## src/hw/rtl/rfbp_pkg.sv

```systemverilog
// Shared types, widths and codes for the framebuffer placer.
package rfbp_pkg;

	localparam int DIM_W   = 12;          // screen, image and pixel coordinates
	localparam int MODE_W  = 4;
	localparam int IDX_W   = 3;           // configuration register index
	localparam int PIX_W   = 24;
	localparam int ADDR_W  = 26;
	localparam int K_W     = DIM_W + 1;   // shrink factor, up to 4096
	localparam int RECIP_W = 25;          // floor(2^24 / k), k = 1 gives 2^24
	localparam int DEST_W  = DIM_W + 1;   // destination coordinate before clipping

	localparam logic [DIM_W-1:0] MAX_DIM = DIM_W'(4095);
	localparam logic [RECIP_W-1:0] RECIP_ONE = {1'b1, {(RECIP_W-1){1'b0}}};

	// Placement modes
	localparam logic [MODE_W-1:0] MODE_FIT       = 4'd1;
	localparam logic [MODE_W-1:0] MODE_ROW_BLIND = 4'd6;
	localparam logic [MODE_W-1:0] MODE_COL_BLIND = 4'd7;
	localparam logic [MODE_W-1:0] MODE_ORIGIN    = 4'd8;

	// Register indexes on the write port
	localparam logic [IDX_W-1:0] REG_MODE          = 3'd0;
	localparam logic [IDX_W-1:0] REG_SCREEN_WIDTH  = 3'd1;
	localparam logic [IDX_W-1:0] REG_SCREEN_HEIGHT = 3'd2;
	localparam logic [IDX_W-1:0] REG_IMAGE_WIDTH   = 3'd3;
	localparam logic [IDX_W-1:0] REG_IMAGE_HEIGHT  = 3'd4;
	localparam logic [IDX_W-1:0] REG_ORIGIN_COL    = 3'd5;
	localparam logic [IDX_W-1:0] REG_ORIGIN_ROW    = 3'd6;

	// Result status codes
	localparam logic [1:0] STATUS_WRITTEN     = 2'd0;
	localparam logic [1:0] STATUS_SKIPPED     = 2'd1;
	localparam logic [1:0] STATUS_CLIPPED     = 2'd2;
	localparam logic [1:0] STATUS_UNSUPPORTED = 2'd3;

	typedef struct packed {
		logic [DIM_W-1:0] src_row;
		logic [DIM_W-1:0] src_col;
		logic [PIX_W-1:0] pixel_bytes;
	} pixel_req_t;

	typedef struct packed {
		logic              write_valid;
		logic [ADDR_W-1:0] fb_byte_address;
		logic [PIX_W-1:0]  pixel_word;
		logic [1:0]        status;
	} place_result_t;

	// Register contents and the values derived from them, setup to pipeline
	typedef struct packed {
		logic [MODE_W-1:0]  mode;
		logic [DIM_W-1:0]   screen_width;
		logic [DIM_W-1:0]   screen_height;
		logic [DIM_W-1:0]   image_width;
		logic [DIM_W-1:0]   image_height;
		logic [DIM_W-1:0]   origin_col;
		logic [DIM_W-1:0]   origin_row;
		logic               dims_ok;
		logic               oversized;
		logic [K_W-1:0]     k;
		logic [RECIP_W-1:0] recip;
		logic [DIM_W-1:0]   off_row;
		logic [DIM_W-1:0]   off_col;
	} place_cfg_t;

	typedef enum logic [3:0] {
		SU_RH_GO,
		SU_RH_WAIT,
		SU_RW_GO,
		SU_RW_WAIT,
		SU_RC_GO,
		SU_RC_WAIT,
		SU_SHH_GO,
		SU_SHH_WAIT,
		SU_SHW_GO,
		SU_SHW_WAIT,
		SU_FINISH,
		SU_READY
	} setup_state_t;

endpackage

```

## src/hw/rtl/rfbp_div.sv

```systemverilog
// Restoring divider, one quotient bit per cycle, for the setup sequencer.
module rfbp_div (
	input  logic                        clk,
	input  logic                        arst_n,
	input  logic                        go,
	input  logic [rfbp_pkg::RECIP_W-1:0] dividend,
	input  logic [rfbp_pkg::K_W-1:0]     divisor,
	output logic                        done,
	output logic [rfbp_pkg::RECIP_W-1:0] quotient
);

	localparam int STEPS = rfbp_pkg::RECIP_W;
	localparam int CNT_W = $clog2(STEPS + 1);
	localparam int QW    = rfbp_pkg::RECIP_W;
	localparam int DW    = rfbp_pkg::K_W;

	logic [CNT_W-1:0] cnt_q;
	logic             done_q;
	logic [DW-1:0]    rem_q;
	logic [QW-1:0]    quo_q;
	logic [DW-1:0]    dsr_q;
	logic [DW:0]      trial;
	logic [DW:0]      diff;
	logic             fits;

	assign trial = {rem_q, quo_q[QW-1]};
	assign fits  = trial >= {1'b0, dsr_q};
	assign diff  = trial - {1'b0, dsr_q};

	always_ff @(posedge clk or negedge arst_n) begin
		if (!arst_n) begin
			cnt_q  <= '0;
			done_q <= 1'b0;
		end else begin
			done_q <= !go && (cnt_q == CNT_W'(1));
			if (go) begin
				cnt_q <= CNT_W'(STEPS);
			end else if (cnt_q != '0) begin
				cnt_q <= cnt_q - CNT_W'(1);
			end
		end
	end

	always_ff @(posedge clk) begin
		if (go) begin
			rem_q <= '0;
			quo_q <= dividend;
			dsr_q <= divisor;
		end else if (cnt_q != '0) begin
			rem_q <= fits ? diff[DW-1:0] : trial[DW-1:0];
			quo_q <= {quo_q[QW-2:0], fits};
		end
	end

	assign done     = done_q;
	assign quotient = quo_q;

endmodule

```

## src/hw/rtl/rfbp_setup.sv

```systemverilog
// Configuration registers and the sequencer that derives the shrink factor and offsets.
module rfbp_setup (
	input  logic                          clk,
	input  logic                          arst_n,
	input  logic                          wr_en,
	input  logic [rfbp_pkg::IDX_W-1:0]    wr_index,
	input  logic [rfbp_pkg::DIM_W-1:0]    wr_data,
	output logic                          ready,
	output rfbp_pkg::place_cfg_t          cfg
);

	localparam int DW = rfbp_pkg::DIM_W;
	localparam int KW = rfbp_pkg::K_W;
	localparam int RW = rfbp_pkg::RECIP_W;

	rfbp_pkg::setup_state_t state_q, state_d;

	logic [rfbp_pkg::MODE_W-1:0] mode_q;
	logic [DW-1:0] screen_width_q, screen_height_q, image_width_q, image_height_q;
	logic [DW-1:0] origin_col_q, origin_row_q;

	logic [DW-1:0] rh_q, shh_q, shw_q;
	logic [KW-1:0] k_q;
	logic [RW-1:0] recip_q;
	logic          dims_ok_q, oversized_q;
	logic [DW-1:0] off_row_q, off_col_q;

	logic          div_go, div_done;
	logic [RW-1:0] div_dividend, div_quo;
	logic [KW-1:0] div_divisor;
	logic [DW-1:0] rw_new;
	logic          dims_ok_c, oversized_c;

	rfbp_div u_div (
		.clk      (clk),
		.arst_n   (arst_n),
		.go       (div_go),
		.dividend (div_dividend),
		.divisor  (div_divisor),
		.done     (div_done),
		.quotient (div_quo)
	);

	// Next state: any register write restarts the whole derivation
	always_comb begin
		state_d = state_q;
		if (wr_en) begin
			state_d = rfbp_pkg::SU_RH_GO;
		end else begin
			case (state_q)
				rfbp_pkg::SU_RH_GO:    state_d = rfbp_pkg::SU_RH_WAIT;
				rfbp_pkg::SU_RH_WAIT:  if (div_done) state_d = rfbp_pkg::SU_RW_GO;
				rfbp_pkg::SU_RW_GO:    state_d = rfbp_pkg::SU_RW_WAIT;
				rfbp_pkg::SU_RW_WAIT:  if (div_done) state_d = rfbp_pkg::SU_RC_GO;
				rfbp_pkg::SU_RC_GO:    state_d = rfbp_pkg::SU_RC_WAIT;
				rfbp_pkg::SU_RC_WAIT:  if (div_done) state_d = rfbp_pkg::SU_SHH_GO;
				rfbp_pkg::SU_SHH_GO:   state_d = rfbp_pkg::SU_SHH_WAIT;
				rfbp_pkg::SU_SHH_WAIT: if (div_done) state_d = rfbp_pkg::SU_SHW_GO;
				rfbp_pkg::SU_SHW_GO:   state_d = rfbp_pkg::SU_SHW_WAIT;
				rfbp_pkg::SU_SHW_WAIT: if (div_done) state_d = rfbp_pkg::SU_FINISH;
				rfbp_pkg::SU_FINISH:   state_d = rfbp_pkg::SU_READY;
				rfbp_pkg::SU_READY:    state_d = rfbp_pkg::SU_READY;
				default:               state_d = rfbp_pkg::SU_RH_GO;
			endcase
		end
	end

	// Outputs: divider launch and operand selection
	always_comb begin
		div_go       = 1'b0;
		div_dividend = RW'(image_height_q);
		div_divisor  = KW'(screen_height_q);
		case (state_q)
			rfbp_pkg::SU_RH_GO: begin
				div_go = 1'b1;
			end
			rfbp_pkg::SU_RW_GO: begin
				div_go       = 1'b1;
				div_dividend = RW'(image_width_q);
				div_divisor  = KW'(screen_width_q);
			end
			rfbp_pkg::SU_RC_GO: begin
				div_go       = 1'b1;
				div_dividend = rfbp_pkg::RECIP_ONE;
				div_divisor  = k_q;
			end
			rfbp_pkg::SU_SHH_GO: begin
				div_go       = 1'b1;
				div_divisor  = k_q;
			end
			rfbp_pkg::SU_SHW_GO: begin
				div_go       = 1'b1;
				div_dividend = RW'(image_width_q);
				div_divisor  = k_q;
			end
			default: begin
				div_go = 1'b0;
			end
		endcase
	end

	assign ready = (state_q == rfbp_pkg::SU_READY);

	always_ff @(posedge clk or negedge arst_n) begin
		if (!arst_n) begin
			state_q         <= rfbp_pkg::SU_RH_GO;
			mode_q          <= rfbp_pkg::MODE_FIT;
			screen_width_q  <= DW'(800);
			screen_height_q <= DW'(480);
			image_width_q   <= DW'(800);
			image_height_q  <= DW'(480);
			origin_col_q    <= '0;
			origin_row_q    <= '0;
		end else begin
			state_q <= state_d;
			if (wr_en) begin
				case (wr_index)
					rfbp_pkg::REG_MODE:          mode_q <= wr_data[rfbp_pkg::MODE_W-1:0];
					rfbp_pkg::REG_SCREEN_WIDTH:  screen_width_q  <= wr_data;
					rfbp_pkg::REG_SCREEN_HEIGHT: screen_height_q <= wr_data;
					rfbp_pkg::REG_IMAGE_WIDTH:   image_width_q   <= wr_data;
					rfbp_pkg::REG_IMAGE_HEIGHT:  image_height_q  <= wr_data;
					rfbp_pkg::REG_ORIGIN_COL:    origin_col_q    <= wr_data;
					rfbp_pkg::REG_ORIGIN_ROW:    origin_row_q    <= wr_data;
					default: ;
				endcase
			end
		end
	end

	assign rw_new = div_quo[DW-1:0];

	assign dims_ok_c = (screen_width_q != '0) && (screen_width_q <= rfbp_pkg::MAX_DIM) &&
		(screen_height_q != '0) && (screen_height_q <= rfbp_pkg::MAX_DIM) &&
		(image_width_q != '0) && (image_width_q <= rfbp_pkg::MAX_DIM) &&
		(image_height_q != '0) && (image_height_q <= rfbp_pkg::MAX_DIM);
	assign oversized_c = (image_width_q > screen_width_q) ||
		(image_height_q > screen_height_q);

	always_ff @(posedge clk) begin
		if (div_done) begin
			case (state_q)
				rfbp_pkg::SU_RH_WAIT: rh_q <= div_quo[DW-1:0];
				rfbp_pkg::SU_RW_WAIT: begin
					if (oversized_c) begin
						k_q <= (rh_q > rw_new) ? (KW'(rh_q) + KW'(1)) : (KW'(rw_new) + KW'(1));
					end else begin
						k_q <= KW'(1);	// no shrink: every pixel is on the grid
					end
				end
				rfbp_pkg::SU_RC_WAIT:  recip_q <= div_quo;
				rfbp_pkg::SU_SHH_WAIT: shh_q   <= div_quo[DW-1:0];
				rfbp_pkg::SU_SHW_WAIT: shw_q   <= div_quo[DW-1:0];
				default: ;
			endcase
		end
		if (state_q == rfbp_pkg::SU_FINISH) begin
			dims_ok_q   <= dims_ok_c;
			oversized_q <= oversized_c;
			if (oversized_c) begin
				off_row_q <= (screen_height_q - shh_q) >> 1;
				off_col_q <= (screen_width_q - shw_q) >> 1;
			end else begin
				off_row_q <= (screen_height_q - image_height_q) >> 1;
				off_col_q <= (screen_width_q - image_width_q) >> 1;
			end
		end
	end

	always_comb begin
		cfg.mode          = mode_q;
		cfg.screen_width  = screen_width_q;
		cfg.screen_height = screen_height_q;
		cfg.image_width   = image_width_q;
		cfg.image_height  = image_height_q;
		cfg.origin_col    = origin_col_q;
		cfg.origin_row    = origin_row_q;
		cfg.dims_ok       = dims_ok_q;
		cfg.oversized     = oversized_q;
		cfg.k             = k_q;
		cfg.recip         = recip_q;
		cfg.off_row       = off_row_q;
		cfg.off_col       = off_col_q;
	end

endmodule

```

## src/hw/rtl/rfbp_pipe.sv

```systemverilog
// Five-stage placement pipeline: checks, shrink sampling, destination, address.
module rfbp_pipe (
	input  logic                    clk,
	input  logic                    arst_n,
	input  logic                    in_valid,
	input  rfbp_pkg::pixel_req_t    in_req,
	input  rfbp_pkg::place_cfg_t    cfg,
	output logic                    out_valid,
	output rfbp_pkg::place_result_t out_result
);

	localparam int DW = rfbp_pkg::DIM_W;
	localparam int KW = rfbp_pkg::K_W;
	localparam int RW = rfbp_pkg::RECIP_W;
	localparam int EW = rfbp_pkg::DEST_W;
	localparam int PW = rfbp_pkg::PIX_W;
	localparam int AW = rfbp_pkg::ADDR_W;

	// Stage 1: early status and estimated quotients
	logic          unsup, clip_early;
	logic [DW+RW-1:0] prod_r, prod_c;
	logic          v_s1;
	logic [1:0]    status_s1;
	logic [DW-1:0] row_s1, col_s1, q0r_s1, q0c_s1;
	logic [PW-1:0] pix_s1;

	assign unsup = (cfg.mode < rfbp_pkg::MODE_FIT) || (cfg.mode > rfbp_pkg::MODE_ORIGIN) ||
		!cfg.dims_ok ||
		(cfg.oversized && cfg.mode != rfbp_pkg::MODE_FIT &&
		cfg.mode != rfbp_pkg::MODE_COL_BLIND);
	assign clip_early = (in_req.src_row >= cfg.image_height) ||
		(in_req.src_col >= cfg.image_width) ||
		(cfg.mode == rfbp_pkg::MODE_ROW_BLIND &&
		in_req.src_row >= {cfg.image_height[DW-1:2], 2'b00}) ||
		(cfg.mode == rfbp_pkg::MODE_COL_BLIND &&
		in_req.src_col >= {cfg.image_width[DW-1:2], 2'b00});
	assign prod_r = (DW+RW)'(in_req.src_row) * (DW+RW)'(cfg.recip);
	assign prod_c = (DW+RW)'(in_req.src_col) * (DW+RW)'(cfg.recip);

	// Stage 2: remainder of the estimate
	logic [DW+KW-1:0] qk_r, qk_c;
	logic          v_s2;
	logic [1:0]    status_s2;
	logic [DW-1:0] row_s2, col_s2, q0r_s2, q0c_s2, remr_s2, remc_s2;
	logic [PW-1:0] pix_s2;

	assign qk_r = (DW+KW)'(q0r_s1) * (DW+KW)'(cfg.k);
	assign qk_c = (DW+KW)'(q0c_s1) * (DW+KW)'(cfg.k);

	// Stage 3: correct the quotient, sample, destination
	logic          corr_r, corr_c, skip;
	logic [DW-1:0] qr, qc, remr_fix, remc_fix, base_r, base_c, offs_r, offs_c;
	logic          v_s3;
	logic [1:0]    status_s3;
	logic [EW-1:0] drow_s3, dcol_s3;
	logic [PW-1:0] pix_s3;

	assign corr_r   = {1'b0, remr_s2} >= cfg.k;
	assign corr_c   = {1'b0, remc_s2} >= cfg.k;
	assign remr_fix = corr_r ? (remr_s2 - cfg.k[DW-1:0]) : remr_s2;
	assign remc_fix = corr_c ? (remc_s2 - cfg.k[DW-1:0]) : remc_s2;
	assign qr       = q0r_s2 + DW'(corr_r);
	assign qc       = q0c_s2 + DW'(corr_c);
	assign skip     = (remr_fix != '0) || (remc_fix != '0);
	assign base_r   = (cfg.mode == rfbp_pkg::MODE_ORIGIN) ? row_s2 : qr;
	assign base_c   = (cfg.mode == rfbp_pkg::MODE_ORIGIN) ? col_s2 : qc;
	assign offs_r   = (cfg.mode == rfbp_pkg::MODE_ORIGIN) ? cfg.origin_row : cfg.off_row;
	assign offs_c   = (cfg.mode == rfbp_pkg::MODE_ORIGIN) ? cfg.origin_col : cfg.off_col;

	// Stage 4: screen clipping and row base
	logic          off_screen;
	logic          v_s4;
	logic [1:0]    status_s4;
	logic [2*DW-1:0] rowbase_s4;
	logic [DW-1:0] dcol_s4;
	logic [PW-1:0] pix_s4;

	assign off_screen = (drow_s3 >= EW'(cfg.screen_height)) ||
		(dcol_s3 >= EW'(cfg.screen_width));

	// Output stage
	logic [2*DW-1:0]        pix_index;
	logic                   done_q;
	rfbp_pkg::place_result_t result_q;

	assign pix_index = rowbase_s4 + (2*DW)'(dcol_s4);

	always_ff @(posedge clk or negedge arst_n) begin
		if (!arst_n) begin
			v_s1   <= 1'b0;
			v_s2   <= 1'b0;
			v_s3   <= 1'b0;
			v_s4   <= 1'b0;
			done_q <= 1'b0;
		end else begin
			v_s1   <= in_valid;
			v_s2   <= v_s1;
			v_s3   <= v_s2;
			v_s4   <= v_s3;
			done_q <= v_s4;
		end
	end

	always_ff @(posedge clk) begin
		// stage 1
		row_s1 <= in_req.src_row;
		col_s1 <= in_req.src_col;
		pix_s1 <= in_req.pixel_bytes;
		q0r_s1 <= prod_r[RW-1 +: DW];
		q0c_s1 <= prod_c[RW-1 +: DW];
		if (unsup) begin
			status_s1 <= rfbp_pkg::STATUS_UNSUPPORTED;
		end else if (clip_early) begin
			status_s1 <= rfbp_pkg::STATUS_CLIPPED;
		end else begin
			status_s1 <= rfbp_pkg::STATUS_WRITTEN;
		end

		// stage 2
		status_s2 <= status_s1;
		row_s2    <= row_s1;
		col_s2    <= col_s1;
		pix_s2    <= pix_s1;
		q0r_s2    <= q0r_s1;
		q0c_s2    <= q0c_s1;
		remr_s2   <= row_s1 - qk_r[DW-1:0];
		remc_s2   <= col_s1 - qk_c[DW-1:0];

		// stage 3: drop pixels off the sampling grid
		pix_s3  <= pix_s2;
		drow_s3 <= EW'(base_r) + EW'(offs_r);
		dcol_s3 <= EW'(base_c) + EW'(offs_c);
		if (status_s2 == rfbp_pkg::STATUS_WRITTEN && skip) begin
			status_s3 <= rfbp_pkg::STATUS_SKIPPED;
		end else begin
			status_s3 <= status_s2;
		end

		// stage 4
		pix_s4     <= pix_s3;
		dcol_s4    <= dcol_s3[DW-1:0];
		rowbase_s4 <= (2*DW)'(drow_s3[DW-1:0]) * (2*DW)'(cfg.screen_width);
		if (status_s3 == rfbp_pkg::STATUS_WRITTEN && off_screen) begin
			status_s4 <= rfbp_pkg::STATUS_CLIPPED;
		end else begin
			status_s4 <= status_s3;
		end

		// output: zero everything but the status when nothing is written
		result_q.status <= status_s4;
		if (status_s4 == rfbp_pkg::STATUS_WRITTEN) begin
			result_q.write_valid     <= 1'b1;
			result_q.fb_byte_address <= {pix_index[AW-3:0], 2'b00};
			result_q.pixel_word      <= pix_s4;
		end else begin
			result_q.write_valid     <= 1'b0;
			result_q.fb_byte_address <= '0;
			result_q.pixel_word      <= '0;
		end
	end

	assign out_valid  = done_q;
	assign out_result = result_q;

endmodule

```

## src/hw/rtl/rgb_to_framebuffer_placer_core.sv

```systemverilog
// Top level of the framebuffer placer: register port, setup sequencer and pipeline.
//
// Takes one source pixel per clock while busy is low and returns, for each request
// taken, one result: the framebuffer byte address (four bytes per pixel), the
// 24-bit colour word, and a status (written, skipped by shrink sampling, clipped
// or off screen, unsupported size or mode). Results appear on result for exactly
// one cycle with done high; the receiver cannot stall them, so a request taken on
// every cycle gives a result on every cycle. A request is taken when start is high
// and busy is low. After reset and after every register write, busy stays high
// while the sequencer runs a one-bit-per-cycle divider to work out the shrink
// factor, its reciprocal and the shrunk image size (five divisions), then the
// centring offsets; register writes are taken at any time and restart that
// sequence. Write the registers only when no request is in flight.
module rgb_to_framebuffer_placer_core (
	input  logic                          clk,
	input  logic                          arst_n,
	input  logic                          start,
	output logic                          busy,
	input  rfbp_pkg::pixel_req_t          req,
	output logic                          done,
	output rfbp_pkg::place_result_t       result,
	input  logic                          wr_en,
	input  logic [rfbp_pkg::IDX_W-1:0]    wr_index,
	input  logic [rfbp_pkg::DIM_W-1:0]    wr_data
);

	logic                 ready;
	logic                 accept;
	rfbp_pkg::place_cfg_t cfg;

	// Hold requests off while the derived values are being rebuilt
	assign busy   = !ready;
	assign accept = start && ready;

	rfbp_setup u_setup (
		.clk      (clk),
		.arst_n   (arst_n),
		.wr_en    (wr_en),
		.wr_index (wr_index),
		.wr_data  (wr_data),
		.ready    (ready),
		.cfg      (cfg)
	);

	// Advance one pixel per cycle; valid bits travel with the data
	rfbp_pipe u_pipe (
		.clk        (clk),
		.arst_n     (arst_n),
		.in_valid   (accept),
		.in_req     (req),
		.cfg        (cfg),
		.out_valid  (done),
		.out_result (result)
	);

endmodule

```

## config.mk

```make
export PLATFORM = sky130hd
export DESIGN_NAME = rgb_to_framebuffer_placer_core
export DESIGN_NICKNAME = d
export VERILOG_FILES = /design/src/hw/rtl/rfbp_pkg.sv /design/src/hw/rtl/rfbp_div.sv /design/src/hw/rtl/rfbp_setup.sv /design/src/hw/rtl/rfbp_pipe.sv /design/src/hw/rtl/rgb_to_framebuffer_placer_core.sv
export SDC_FILE = /design/constraint.sdc
export NUM_CORES = 2
export LEC_CHECK = 0
export BUFFER_PORTS_ARGS = -buffer_cell sky130_fd_sc_hd__buf_2
export CORE_ASPECT_RATIO = 2
export CORE_MARGIN = 5
export CORE_UTILIZATION = 35
export CTS_BUF_LIST = sky130_fd_sc_hd__clkbuf_4 sky130_fd_sc_hd__clkbuf_8
export CTS_CLUSTER_DIAMETER = 30
export DETAILED_ROUTE_END_ITERATION = 16
export HOLD_SLACK_MARGIN = 0.02
export PLACE_DENSITY = 0.52
export SKIP_CTS_REPAIR_TIMING = 1
export SLEW_MARGIN = 20
export SYNTH_ARGS = -nofsm -noshare
export SYNTH_HDL_FRONTEND = slang
export SYNTH_SLANG_ARGS = --single-unit
```

## constraint.sdc

```tcl
create_clock -name clk -period 6.1 [get_ports clk]
set_input_delay 1.22 -clock clk [delete_from_list [all_inputs] [get_ports clk]]
set_output_delay 1.22 -clock clk [all_outputs]
set_load 0.02 [all_outputs]
```

==> flow_summary.yaml <==
timing:
  skew_ps: 95.24
  finalCriticalPeriod_ps: 5962
  relSlewSlack_pct: 33.14
  setup_viol_count_final: 0
  grt_setup_unrepaired: "yes"
  tns_ps: 0
  worst_slew_pin_slew_ps: 997.6
  fin_crit_sh_pct: 97.73
  clock.fmax_mhz: 167.7
  slew_violations: 0
  hold_violations: 0
placement:
  dp_hpwl_mm: 136.0
  gp_congestion: 0.9270
  place_area_um2: 56290
  place.port_buffers: 119
critical_path:
  slowest_delay_ps: 530
  critPathMostFrequentCell: "fa_1"
  crit_chain: "buf_4 > buf_12 > and2_1 > fa_1 > inv_1 > fa_1 > inv_1 > fa_1 > fa_1 > fa_1 > ha_1 > or4_1 > a21oi_2 > o2111ai_2 > buf_4 > nand3_1 > a21oi_2 > o21a_1 > a21o_1 > xor2_1 > buf_4"
  cp_top_family: "adder cells"
  crit_buf_inv: 6
  required_ps: 6780
  path_max_fanout: 5
  cp-start-kind: "flop"
  slowest_stage: "fa_1"
  rr_worst_depth: 21
  path_class: "flop to flop"
  worst-path-stages: 21
  end_kind: "flop"
  worstPathArrival_ps: 6640
drt:
  drtPass1Iterations: 5
  drt_iter0_drc: 1559
  routed_wirelength_mm: 162.1
  drc: 0
  via_per_inst: 4.972
  wire_per_inst_um: 21.07
  ant_nets: 0
  vias: 38250
floorplan:
  coreArea_um2: 145700
  die_x_um: 280.6
  dieHeight_um: 551.2
  num_io_pins: 122
  die_area_um2: 154700
  initial_utilization_pct: 35.19
  placementRows: 198
clocking:
  htreeDepth: 3
  numClockSinks: 577
  path_clk_slew_ps: 80
  cts.path.max_buffers: 3
  root_buffer: "clkbuf_8"
  cts_buffers: 105
  clkLatencyLatePin_ps: 830
  cts_tree: "yes"
global_route:
  use_met2_pct: 41.81
  grt_antenna_before_repair: 6
  grt_max_degree: 58
  use_met3_pct: 2.767
  grt_pass1_wl_mm: 246.3
  grt_pass1_vias: 42350
  grt_use_total_pct: 21.05
  busiest_layer: "met2"
  use_met1_pct: 18.62
  overflow: 0
min_path:
  hold_depth: 0
  hold_path_class: "flop to flop"
yosys:
  synth_edf_count: 136
  syn_area_um2: 51260
  ys.warnings.count: 0
  ys.flop_type: "dfxtp_1"
  synthCells: 5356
  async_reset_ff_share_pct: 15.77
  seq_area_frac_synth_pct: 26.11
  synth_cell_types: 87
  syn_avg_cell_area_um2: 9.571
  ys_ff_latch: 577
finish:
  finalNetCount: 6893
  synthToLayoutAreaGrowth_pct: 15.35
  seq_area_um2: 13390
  fillCellCount: 14600
  layout-drive-gt1-share_pct: 13.74
  layout_common_cells: "inv_1, nand2_1, fa_1"
  final_area_um2: 59130
  multi_input_area_um2: 33810
  final_common_cell: "inv_1"
  final_util_pct: 40.59
outcome:
  status: "completed"
flow_run:
  drv_cap: 0
## path summary, 6_finish.rpt
path,start,to,slack (ps)
min in group asynchronous,arst_n,u_pipe.out_valid,520
min,u_pipe.pix_s1[21],u_pipe.pix_s2[21],310
max,u_setup.recip_q[5],u_pipe.q0c_s1[8],140
max reg2reg,u_setup.recip_q[5],u_pipe.q0c_s1[8],140
max in group asynchronous,arst_n,u_setup.screen_width_q[5],4470
min reg2reg,u_pipe.pix_s1[21],u_pipe.pix_s2[21],310
## sequential cells by signal, indices dropped and copies added, names as in the netlist, 13 cells and up
signal	flops
u_setup.u_div.rem_q	13
u_pipe.pix_s1	24
u_pipe.pix_s3	24
u_setup.recip_q	25
u_pipe.drow_s3	13
u_pipe.dcol_s3	13
u_setup.k_q	13
u_setup.u_div.dsr_q	13
u_pipe.pix_s4	24
u_pipe.out_result	51
u_pipe.pix_s2	24
u_pipe.rowbase_s4	24
u_setup.u_div.quotient	25
## layout make-up
cell class,count,share of cell area (%)
sequential,577,22.64
timing repair buffer,436,5.904
antenna,6,0.02539
clock inverter,67,1.373
tap,1900,4.020
clock buffer,130,2.888
multi-input combinational,3638,57.19
inverter,939,5.961
## per-layer routing
layer	share of wire, %	routed length, µm
met5	0.028	45
met4	9.6	15590
met3	3.8	6197
met2	56	90960
met1	30	49270
## stage by stage
stage                     setup slack, ps  hold slack [ps]  std cells
after floorplan                    -95.55            309.6       5357
after global placement             -670.2            310.2       7473
after detailed placement           -710.1            312.1       7473
after CTS                          -95.49            322.8       7670
after global routing               -28.92            319.7       7688
final                               138.2            311.6       7693
## cell families (layout without fill, tap and decap cells)
group                    Yosys count  after routing  share of synthesized area (%)
AO/OA/AOI/OAI                    569            569                          7.098
other                              1              8                       0.007316
XOR/XNOR                         233            233                          3.981
flip-flops                       577            577                          26.11
buffers and inverters           1142           1572                          8.414
adder cells (fa/ha/maj)         1129           1129                          37.28
multiplexers                     105            105                          2.231
AND/OR/NAND/NOR                 1600           1600                          14.87
## cell usage after synthesis (all sizes together) (7+ instances only)
cell	n	area, µm²
clkbuf	191	716.9
mux2i	31	310.3
nor3	59	295.3
a221oi	13	113.9
a21oi	154	770.7
xnor2	136	1191
or3	12	75.07
a2111oi	7	61.31
dfrtp	76	1902
nand4	21	131.4
edfxtp	136	4084
nand2	741	2781
a211oi	32	245.2
and3	19	123.9
a21boi	7	52.55
o21ai	148	740.7
a21o	55	412.9
fa	664	13290
o31ai	16	120.1
or4	8	63.81
a22oi	14	105.1
o21a	24	180.2
o211ai	12	90.09
or2	8	50.05
o21bai	20	153.9
nor3b	7	52.55
nand3	59	300.3
xor2	97	849.6
and2	370	2317
buf	12	71.31
mux2	74	833.3
dfxtp	350	7007
a31oi	10	68.81
nand2b	29	181.4
ha	465	5818
nor4	24	156.4
inv	938	3521
nor2	190	713.2
dfstp	15	394.1
nor2b	34	212.7
Power is not shown: default switching activity piles up to over one toggle a cycle in this logic, so the estimate is an artifact.
